[config.mk]
export PLATFORM = sky130hd
export DESIGN_NAME = key_press_duration_capture
export DESIGN_NICKNAME = d
export VERILOG_FILES = /design/src/rtl/core/kpd_pkg.sv /design/src/rtl/core/kpd_conv.sv /design/src/rtl/core/key_press_duration_capture.sv
export SDC_FILE = /design/constraint.sdc
export NUM_CORES = 2
export LEC_CHECK = 0
export BUFFER_PORTS_ARGS = -buffer_cell sky130_fd_sc_hd__buf_2
export CAP_MARGIN = 25
export CORE_UTILIZATION = 61
export DETAILED_ROUTE_END_ITERATION = 8
export PLACE_DENSITY = 0.78
export SYNTH_ARGS = -nofsm -noshare
export SYNTH_HDL_FRONTEND = slang
export SYNTH_SLANG_ARGS = --single-unit
export TNS_END_PERCENT = 1
[constraint.sdc]
create_clock -name clk -period 11.8 [get_ports clk]
set_clock_uncertainty 0.05 [all_clocks]
set_input_delay 1.77 -clock clk [delete_from_list [all_inputs] [get_ports clk]]
set_output_delay 1.77 -clock clk [all_outputs]
set_load 0.005 [all_outputs]
[src/rtl/core/kpd_pkg.sv]
// ----------------------------------------------------------------------------
// Key press duration capture package
// Widths, codes and state type shared by the capture modules.
// ----------------------------------------------------------------------------
package kpd_pkg;

  localparam int FRAME_BITS_DEF = 24;
  localparam int COLUMNS_DEF    = 4;
  localparam int RATE_W         = 10;
  localparam int MS_W           = 34;
  localparam int KEY_W          = 4;
  localparam int COL_W          = 2;
  localparam int KIND_W         = 2;
  localparam logic [RATE_W-1:0] RATE_RESET = 10'd60;
  localparam int MS_PER_S       = 1000;

  // Result kinds.
  localparam logic [KIND_W-1:0] RK_ENTRY = 2'd0;
  localparam logic [KIND_W-1:0] RK_FINAL = 2'd1;
  localparam logic [KIND_W-1:0] RK_ERROR = 2'd2;

  // Sequencer states.
  typedef enum logic [3:0] {
    ST_IDLE,
    ST_SCAN,
    ST_GAP,
    ST_GAP_WAIT,
    ST_EMIT,
    ST_END_CLOSE,
    ST_END_WAIT,
    ST_FINAL,
    ST_FINAL_WAIT,
    ST_FINAL_EMIT,
    ST_ERROR
  } kpd_state_t;

  // Request to the shared conversion unit.
  typedef struct packed {
    logic        start;
    logic [31:0] frames;
    logic [9:0]  carry;
  } kpd_conv_req_t;

  // Response of the shared conversion unit.
  typedef struct packed {
    logic            busy;
    logic            done;
    logic [MS_W-1:0] ms;
    logic [9:0]      carry;
  } kpd_conv_rsp_t;

endpackage

[src/rtl/core/kpd_conv.sv]
// ----------------------------------------------------------------------------
// Frame to millisecond converter
// Computes f*(1000/fps) + (f*(1000%fps)+carry)/fps by restoring division,
// one quotient bit per cycle; 1000/fps is worked out by the same steps at the
// start of every conversion.
// ----------------------------------------------------------------------------
module kpd_conv (
  input  logic                   clk,
  input  logic                   rst_n,
  input  logic [9:0]             fps,
  input  kpd_pkg::kpd_conv_req_t req,
  output kpd_pkg::kpd_conv_rsp_t rsp
);
  import kpd_pkg::*;

  // Dividend f*r + carry is below 2^32*1000 + 1000, so 42 bits suffice.
  localparam int DW = 42;
  localparam int CW = 6;

  typedef enum logic [1:0] {CV_IDLE, CV_RATE, CV_MUL, CV_DIV} cv_state_t;

  cv_state_t         st_r, st_nxt;
  logic [CW-1:0]     cnt_r, cnt_nxt;
  logic [DW-1:0]     num_r, num_nxt;
  logic [10:0]       rem_r, rem_nxt;
  logic [DW-1:0]     quo_r, quo_nxt;
  logic [31:0]       frames_r, frames_nxt;
  logic [9:0]        carry_r, carry_nxt;
  logic [MS_W-1:0]   base_r, base_nxt;
  logic              done_r, done_nxt;
  logic [9:0]        div;
  logic [10:0]       trial;
  logic              fits;

  assign div   = (fps == 10'd0) ? 10'd1 : fps;
  assign trial = {rem_r[9:0], num_r[DW-1]};
  assign fits  = trial >= {1'b0, div};

  // One restoring-division step per cycle; the multiply has its own state, CV_MUL.
  always_comb begin
    st_nxt    = st_r;
    cnt_nxt   = cnt_r;
    num_nxt   = num_r;
    rem_nxt   = rem_r;
    quo_nxt   = quo_r;
    frames_nxt = frames_r;
    carry_nxt = carry_r;
    base_nxt  = base_r;
    done_nxt  = 1'b0;
    unique case (st_r)
      CV_IDLE: begin
        if (req.start) begin
          frames_nxt = req.frames;
          carry_nxt  = req.carry;
          num_nxt    = DW'(MS_PER_S) << (DW - 10);
          rem_nxt    = '0;
          quo_nxt    = '0;
          cnt_nxt    = CW'(10);
          st_nxt     = CV_RATE;
        end
      end
      CV_RATE: begin
        num_nxt = num_r << 1;
        if (fits) begin
          rem_nxt = trial - {1'b0, div};
          quo_nxt = {quo_r[DW-2:0], 1'b1};
        end else begin
          rem_nxt = trial;
          quo_nxt = {quo_r[DW-2:0], 1'b0};
        end
        cnt_nxt = cnt_r - 1'b1;
        if (cnt_r == CW'(1)) begin
          st_nxt = CV_MUL;
        end
      end
      CV_MUL: begin
        base_nxt  = MS_W'(DW'(frames_r) * DW'(quo_r[9:0]));
        num_nxt   = DW'(frames_r) * DW'(rem_r[9:0]) + DW'(carry_r);
        rem_nxt   = '0;
        quo_nxt   = '0;
        cnt_nxt   = CW'(DW);
        st_nxt    = CV_DIV;
      end
      CV_DIV: begin
        num_nxt = num_r << 1;
        if (fits) begin
          rem_nxt = trial - {1'b0, div};
          quo_nxt = {quo_r[DW-2:0], 1'b1};
        end else begin
          rem_nxt = trial;
          quo_nxt = {quo_r[DW-2:0], 1'b0};
        end
        cnt_nxt = cnt_r - 1'b1;
        if (cnt_r == CW'(1)) begin
          st_nxt   = CV_IDLE;
          done_nxt = 1'b1;
        end
      end
      default: st_nxt = CV_IDLE;
    endcase
  end

  always_ff @(posedge clk) begin
    if (!rst_n) begin
      st_r   <= CV_IDLE;
      done_r <= 1'b0;
      cnt_r  <= '0;
    end else begin
      st_r   <= st_nxt;
      done_r <= done_nxt;
      cnt_r  <= cnt_nxt;
    end
    num_r    <= num_nxt;
    rem_r    <= rem_nxt;
    quo_r    <= quo_nxt;
    frames_r <= frames_nxt;
    carry_r  <= carry_nxt;
    base_r   <= base_nxt;
  end

  // Result stays valid in the registers until the next start.
  assign rsp.busy  = (st_r != CV_IDLE);
  assign rsp.done  = done_r;
  assign rsp.ms    = base_r + MS_W'(quo_r);
  assign rsp.carry = rem_r[9:0];

endmodule

[src/rtl/core/key_press_duration_capture.sv]
// ----------------------------------------------------------------------------
// Key press duration capture
// Per-column hold/gap timing with a shared frame to millisecond converter.
// ----------------------------------------------------------------------------
// Each hold, gap or start-delay conversion runs on the one shared divider
// in 10 steps for 1000/fps, a multiply and 42 quotient steps, so a frame
// costs up to COLUMNS conversions and end of stream up to 2*COLUMNS
// conversions. The input is not ready while an item is in work; each
// result waits in the output register until transferred.
module key_press_duration_capture #(
  parameter int FRAME_BITS = kpd_pkg::FRAME_BITS_DEF,
  parameter int COLUMNS    = kpd_pkg::COLUMNS_DEF
) (
  input  logic                        clk,
  input  logic                        rst_n,
  input  logic                        cfg_valid,
  output logic                        cfg_ready,
  input  logic [kpd_pkg::RATE_W-1:0]  cfg_data,
  input  logic                        in_valid,
  output logic                        in_ready,
  input  logic                        in_kind,
  input  logic [kpd_pkg::KEY_W-1:0]   in_keys,
  output logic                        out_valid,
  input  logic                        out_ready,
  output logic [kpd_pkg::KIND_W-1:0]  out_result_kind,
  output logic [kpd_pkg::COL_W-1:0]   out_column,
  output logic [kpd_pkg::MS_W-1:0]    out_hold_ms,
  output logic [kpd_pkg::MS_W-1:0]    out_gap_ms,
  output logic [kpd_pkg::MS_W-1:0]    out_start_delay_ms,
  output logic                        out_last
);
  import kpd_pkg::*;

  localparam int CIW = (COLUMNS > 1) ? $clog2(COLUMNS) : 1;
  localparam logic [FRAME_BITS-1:0] FRAME_MAX = '1;

  kpd_state_t st_r, st_nxt;
  logic [RATE_W-1:0]     rate_r;
  logic [FRAME_BITS-1:0] frame_r;
  logic [FRAME_BITS-1:0] press_r   [COLUMNS];
  logic [FRAME_BITS-1:0] release_r [COLUMNS];
  logic [MS_W-1:0]       hold_r    [COLUMNS];
  logic [COLUMNS-1:0]    pend_r;
  logic [9:0]            carry_r   [COLUMNS];
  logic [FRAME_BITS-1:0] first_r   [COLUMNS];
  logic [FRAME_BITS-1:0] earliest_r;
  logic [CIW-1:0]        col_r;
  logic [KEY_W-1:0]      keys_r;
  logic                  end_r;
  logic                  any_r;

  kpd_conv_req_t req;
  kpd_conv_rsp_t rsp;

  logic held;
  logic col_end;
  logic out_free;
  logic out_load;
  logic later_gap;
  logic [COLUMNS+KEY_W-1:0] keys_ext;
  logic [FRAME_BITS-1:0] cur_press;

  kpd_conv u_conv (
    .clk   (clk),
    .rst_n (rst_n),
    .fps   (rate_r),
    .req   (req),
    .rsp   (rsp)
  );

  assign cur_press = press_r[col_r];
  assign held      = (int'(col_r) < KEY_W) ? keys_r[col_r] : 1'b0;
  assign col_end   = (int'(col_r) == COLUMNS - 1);
  assign out_free  = !out_valid || out_ready;
  assign out_load  = out_free &&
                     (st_r == ST_EMIT || st_r == ST_FINAL_EMIT || st_r == ST_ERROR);
  assign keys_ext  = {{COLUMNS{1'b0}}, keys_r};
  assign in_ready  = (st_r == ST_IDLE);
  assign cfg_ready = 1'b1;

  // A later column of this frame that will still emit a hold/gap entry.
  always_comb begin
    later_gap = 1'b0;
    for (int c = 0; c < COLUMNS; c++) begin
      if (c > int'(col_r) && keys_ext[c] && press_r[c] == '0 && pend_r[c]) begin
        later_gap = 1'b1;
      end
    end
  end

  // Next-state logic of the sequencer.
  always_comb begin
    st_nxt = st_r;
    unique case (st_r)
      ST_IDLE:   if (in_valid) st_nxt = in_kind ? ST_END_CLOSE : ST_SCAN;
      ST_SCAN: begin
        if (held && cur_press == '0 && pend_r[col_r]) st_nxt = ST_GAP;
        else if (!held && cur_press != '0)             st_nxt = ST_END_WAIT;
        else if (col_end)                              st_nxt = ST_IDLE;
      end
      ST_GAP:      st_nxt = ST_GAP_WAIT;
      ST_GAP_WAIT: if (rsp.done) st_nxt = ST_EMIT;
      ST_EMIT:     if (out_free) st_nxt = col_end ? ST_IDLE : ST_SCAN;
      ST_END_CLOSE: begin
        if (cur_press != '0) st_nxt = ST_END_WAIT;
        else if (col_end)    st_nxt = (any_r || first_r[col_r] == '0) ? ST_ERROR : ST_FINAL;
      end
      ST_END_WAIT: begin
        if (rsp.done) begin
          if (!end_r)       st_nxt = col_end ? ST_IDLE : ST_SCAN;
          else if (col_end) st_nxt = (any_r || first_r[col_r] == '0) ? ST_ERROR : ST_FINAL;
          else              st_nxt = ST_END_CLOSE;
        end
      end
      ST_FINAL:      st_nxt = ST_FINAL_WAIT;
      ST_FINAL_WAIT: if (rsp.done) st_nxt = ST_FINAL_EMIT;
      ST_FINAL_EMIT: if (out_free) st_nxt = col_end ? ST_IDLE : ST_FINAL;
      ST_ERROR:      if (out_free) st_nxt = ST_IDLE;
      default:       st_nxt = ST_IDLE;
    endcase
  end

  // Conversion requests to the shared unit.
  always_comb begin
    req.start  = 1'b0;
    req.frames = '0;
    req.carry  = carry_r[col_r];
    unique case (st_r)
      ST_SCAN: begin
        if (!held && cur_press != '0) begin
          req.start  = 1'b1;
          req.frames = 32'(frame_r - cur_press);
        end
      end
      ST_END_CLOSE: begin
        if (cur_press != '0) begin
          req.start  = 1'b1;
          req.frames = 32'(frame_r - cur_press);
        end
      end
      ST_GAP: begin
        req.start  = 1'b1;
        req.frames = 32'(frame_r - release_r[col_r]);
      end
      ST_FINAL: begin
        req.start  = 1'b1;
        req.frames = 32'(first_r[col_r] - earliest_r);
        req.carry  = '0;
      end
      default: ;
    endcase
  end

  // Sequencer and column state.
  always_ff @(posedge clk) begin
    if (!rst_n) begin
      st_r       <= ST_IDLE;
      rate_r     <= RATE_RESET;
      frame_r    <= FRAME_BITS'(1);
      pend_r     <= '0;
      earliest_r <= '0;
      col_r      <= '0;
      end_r      <= 1'b0;
      any_r      <= 1'b0;
      out_valid  <= 1'b0;
      for (int c = 0; c < COLUMNS; c++) begin
        press_r[c]   <= '0;
        release_r[c] <= '0;
        hold_r[c]    <= '0;
        carry_r[c]   <= '0;
        first_r[c]   <= '0;
      end
    end else begin
      st_r <= st_nxt;
      if (cfg_valid) rate_r <= cfg_data;
      // The output register is loaded when free, else cleared once transferred.
      if (out_load) out_valid <= 1'b1;
      else if (out_ready) out_valid <= 1'b0;
      unique case (st_r)
        ST_IDLE: begin
          col_r  <= '0;
          keys_r <= in_keys;
          end_r  <= in_kind;
          any_r  <= 1'b0;
        end
        ST_SCAN: begin
          if (held && cur_press == '0) begin
            if (!pend_r[col_r]) begin
              press_r[col_r] <= frame_r;
              if (first_r[col_r] == '0) first_r[col_r] <= frame_r;
              if (earliest_r == '0) earliest_r <= frame_r;
            end
          end
          if (st_nxt == ST_IDLE || (st_nxt == ST_SCAN)) begin
            col_r <= col_r + 1'b1;
          end
          if (st_nxt == ST_IDLE && frame_r != FRAME_MAX) frame_r <= frame_r + 1'b1;
        end
        ST_GAP_WAIT: begin
          if (rsp.done) carry_r[col_r] <= rsp.carry;
        end
        ST_EMIT: begin
          if (out_free) begin
            out_result_kind    <= RK_ENTRY;
            out_column         <= COL_W'(col_r);
            out_hold_ms        <= hold_r[col_r];
            out_gap_ms         <= rsp.ms;
            out_start_delay_ms <= '0;
            out_last           <= !later_gap;
            pend_r[col_r]      <= 1'b0;
            press_r[col_r]     <= frame_r;
            if (first_r[col_r] == '0) first_r[col_r] <= frame_r;
            if (earliest_r == '0) earliest_r <= frame_r;
            col_r <= col_r + 1'b1;
            if (col_end && frame_r != FRAME_MAX) frame_r <= frame_r + 1'b1;
          end
        end
        ST_END_CLOSE: begin
          if (first_r[col_r] == '0) any_r <= 1'b1;
          if (cur_press == '0 && !col_end) col_r <= col_r + 1'b1;
          if (cur_press == '0 && col_end) col_r <= '0;
        end
        ST_END_WAIT: begin
          if (rsp.done) begin
            hold_r[col_r]    <= rsp.ms;
            carry_r[col_r]   <= rsp.carry;
            pend_r[col_r]    <= 1'b1;
            release_r[col_r] <= frame_r;
            press_r[col_r]   <= '0;
            if (end_r) begin
              if (first_r[col_r] == '0) any_r <= 1'b1;
              col_r <= col_end ? '0 : col_r + 1'b1;
            end else begin
              col_r <= col_r + 1'b1;
              if (col_end && frame_r != FRAME_MAX) frame_r <= frame_r + 1'b1;
            end
          end
        end
        ST_FINAL_EMIT: begin
          if (out_free) begin
            out_result_kind    <= RK_FINAL;
            out_column         <= COL_W'(col_r);
            out_hold_ms        <= hold_r[col_r];
            out_gap_ms         <= '0;
            out_start_delay_ms <= rsp.ms;
            out_last           <= col_end;
            col_r              <= col_r + 1'b1;
          end
        end
        ST_ERROR: begin
          if (out_free) begin
            out_result_kind    <= RK_ERROR;
            out_column         <= '0;
            out_hold_ms        <= '0;
            out_gap_ms         <= '0;
            out_start_delay_ms <= '0;
            out_last           <= 1'b1;
          end
        end
        default: ;
      endcase
      // End of stream returns the stream state to its reset value.
      if ((st_r == ST_FINAL_EMIT && out_free && col_end) ||
          (st_r == ST_ERROR && out_free)) begin
        frame_r    <= FRAME_BITS'(1);
        pend_r     <= '0;
        earliest_r <= '0;
        for (int c = 0; c < COLUMNS; c++) begin
          press_r[c]   <= '0;
          release_r[c] <= '0;
          hold_r[c]    <= '0;
          carry_r[c]   <= '0;
          first_r[c]   <= '0;
        end
      end
    end
  end

endmodule

==> flow_summary.ini <==
[run_status]
status = finished clean

[route]
via_per_inst = 6.13
drc = 0
finalWirelength_mm = 148
ant_nets = 0
firstDrtPassIters = 6
routedWlPerCell_um = 22.6
drt-initial-drc-count = 4149
vias = 40233

[cts]
postCtsHoldBufs = 0
clock_latency_ps = 700
cts_tree = yes
cts_made_buffers = 86
cts_max_level = 3
cts.sinks = 812
clk_pin_slew_ps = 60
clockRootBuffer = clkbuf_16
post_cts.repair.setup_buffers = 0
cts_buffer_depth = 3
cts.repair.resized = 0

[timing]
slew_viol_final = 0
worstMarginPinSlew_ps = 1070
setup_viol_count_final = 0
rsz0062_at_grt = false
finalHoldViolCount = 0
fmax_ghz = 0.146
fin_crit_sh_pct = 58.1
maxSlewHeadroom_pct = 28.6
post-route-min-period_ps = 6860
finalSetupTns_ps = 0

[grt]
grt_pass1_vias = 40988
grt_usage_pct = 32.0
grt_pass1_wl_mm = 231
grt_max_degree = 99
grt-ovfl-total = 0
antenna_found_initial = 1

[final_layout]
nets = 5990
multi_input_area_mm2 = 0.0302
final-seq-area_mm2 = 0.0236
layout-drive-gt1-share_pct = 10.3
n_fill_cell = 6811
area_delta_synth_final_pct = 8.33

[min_path]
holdCritPathClass = reg -> reg

[synth]
ys_seq_elements = 812
async_flop_share_pct = 0
yosysTopAreaCellShare_pct = 38.4
synthDistinctLibCells = 88
synth_enable_flop_cells = 730
synth_area_leaders = edfxtp_1 (38%), fa_1 (16%), ha_1 (6.2%), mux4_2 (4.7%), inv_1 (3.9%)
synth_area_mm2 = 0.0571
avgSynthCellArea_um2 = 10.9
synth_ff_type = edfxtp_1
synth_top_area_cell = edfxtp_1
syn_inst = 5241
synth-seq-area-share_pct = 41.3
ys_warn_count = 0
synthesis.nets = 5984

[worst_setup_path]
cp_data_arrival_time_ps = 7300
r2r-start = u_conv.rem_r[5]
cp-endpoint = u_conv.num_r[41]
worstSetupStartpointType = flop
crit_type = reg -> reg
r2r_slack_ps = 4940
cp_max_fo = 19
reg2regPathDepth = 21
reg2reg_to = u_conv.num_r[41]
cp-startpoint = u_conv.rem_r[5]
end_kind = flop
critPathRequiredTime_ps = 12240

[floorplan]
initial_utilization_pct = 61.9
std_cell_rows = 111
fp.coreArea_mm2 = 0.0922
fp.dieArea_mm2 = 0.0948
fp.dieH_um = 308
io_pins = 130
die_w_um = 308

[placement]
gp_congestion = 0.964
port-buffer-count = 128
hpwl_mm = 103

[flow_run]
drv_cap = 0
==> cell usage after synthesis, types with 84 or more instances <==
library cell	n
fa_1	442
a21oi_1	194
ha_1	281
inv_1	588
nor2_1	507
xnor2_1	110
o21ai_0	133
mux4_2	118
clkbuf_1	273
nor2b_1	84
nand2_1	478
edfxtp_1	730
and2_1	252
and3_1	242
==> worst min path at each step <==
| stage | start | endpoint | cells past startpoint |
|---|---|---|---|
| after floorplan | flop | flop | 2 |
| after global placement | flop | flop | 2 |
| after detailed placement | flop | flop | 2 |
| after CTS | flop | flop | 2 |
| after global routing | flop | flop | 2 |
| final | flop | flop | 2 |
==> critical path: stages, from the launching register on <==
cell      delay [ps]
edfxtp_1         660
buf_4            390
nand2_1          120
fa_1             530
inv_1             60
fa_1             560
fa_1             450
fa_1             500
inv_1             50
fa_1             480
inv_1             40
ha_1             400
and3_1           240
a221oi_1          90
o211ai_1         190
o21ba_2          220
o41a_1           390
o21ai_0          370
o211ai_1         150
a21bo_2          240
a2111o_1         360
o211ai_1         110
==> placed cells by master (no fill, tap or decap), types with 133 or more instances in the layout <==
cell      synthesis  layout
a21oi_1         194     192
and2_1          252     252
and3_1          242     241
edfxtp_1        730     730
fa_1            442     442
ha_1            281     276
inv_1           588     588
nand2_1         478     474
nor2_1          507     505
o21ai_0         133     133
==> sequential cells by signal, indices dropped and copies added, names as in the netlist, 34 cells and up, named ones only <==
signal / flops
hold_r: 136
first_r: 96
press_r: 96
release_r: 96
u_conv.num_r: 42
carry_r: 40
out_gap_ms: 34
out_hold_ms: 34
out_start_delay_ms: 34
u_conv.base_r: 34
u_conv.quo_r: 34
==> final cells by class <==
cell class                      instances  area share [%]
Multi-Input combinational cell       3529            48.8
Sequential cell                       812            38.1
Clock buffer                          103            3.63
Inverter                              589            3.58
Tap cell                             1243            2.52
Timing Repair Buffer                  229            2.44
Clock inverter                         57           0.915
Antenna cell                            1         0.00405
==> stage by stage <==
stage	cell area, um^2	hold WS [ps]	cells	utilization [%]	setup slack, ps
6_report	61800	408	6563	67.1	4940
5_1_grt	61800	428	6562	67.1	4670
4_1_cts	61800	407	6557	67.0	4910
3_5_place_dp	58900	398	6397	63.9	4960
3_3_place_gp	58800	391	6393	63.8	5110
2_1_floorplan	57100	383	5241	-	5700
==> kinds of logic (layout without fill, tap and decap cells) <==
| group | Yosys count | count (layout) | synth area share (%) |
|---|---|---|---|
| AO/OA/AOI/OAI | 649 | 649 | 7.30 |
| XOR/XNOR | 180 | 180 | 2.76 |
| adder cells (fa/ha/maj) | 723 | 723 | 21.7 |
| buffers and inverters | 900 | 978 | 6.01 |
| flip-flops | 812 | 812 | 41.3 |
| multiplexers | 145 | 145 | 5.14 |
| other | 1 | 2 | 0.00657 |
| AND/OR/NAND/NOR | 1831 | 1831 | 15.8 |
==> layer usage <==
layer  track usage (%)  wire length (um)  vias to the layer above
met5                 0                 7                        -
met4              13.9              6680                        2
met3              6.03             13100                      358
met2              52.8             72300                     1938
met1              41.3             56400                    20080
li1                  -                 -                    17855
Power is left out: the tool's default activity adds up to more than one toggle a clock period on the data nets, which glitch-free logic cannot reach.
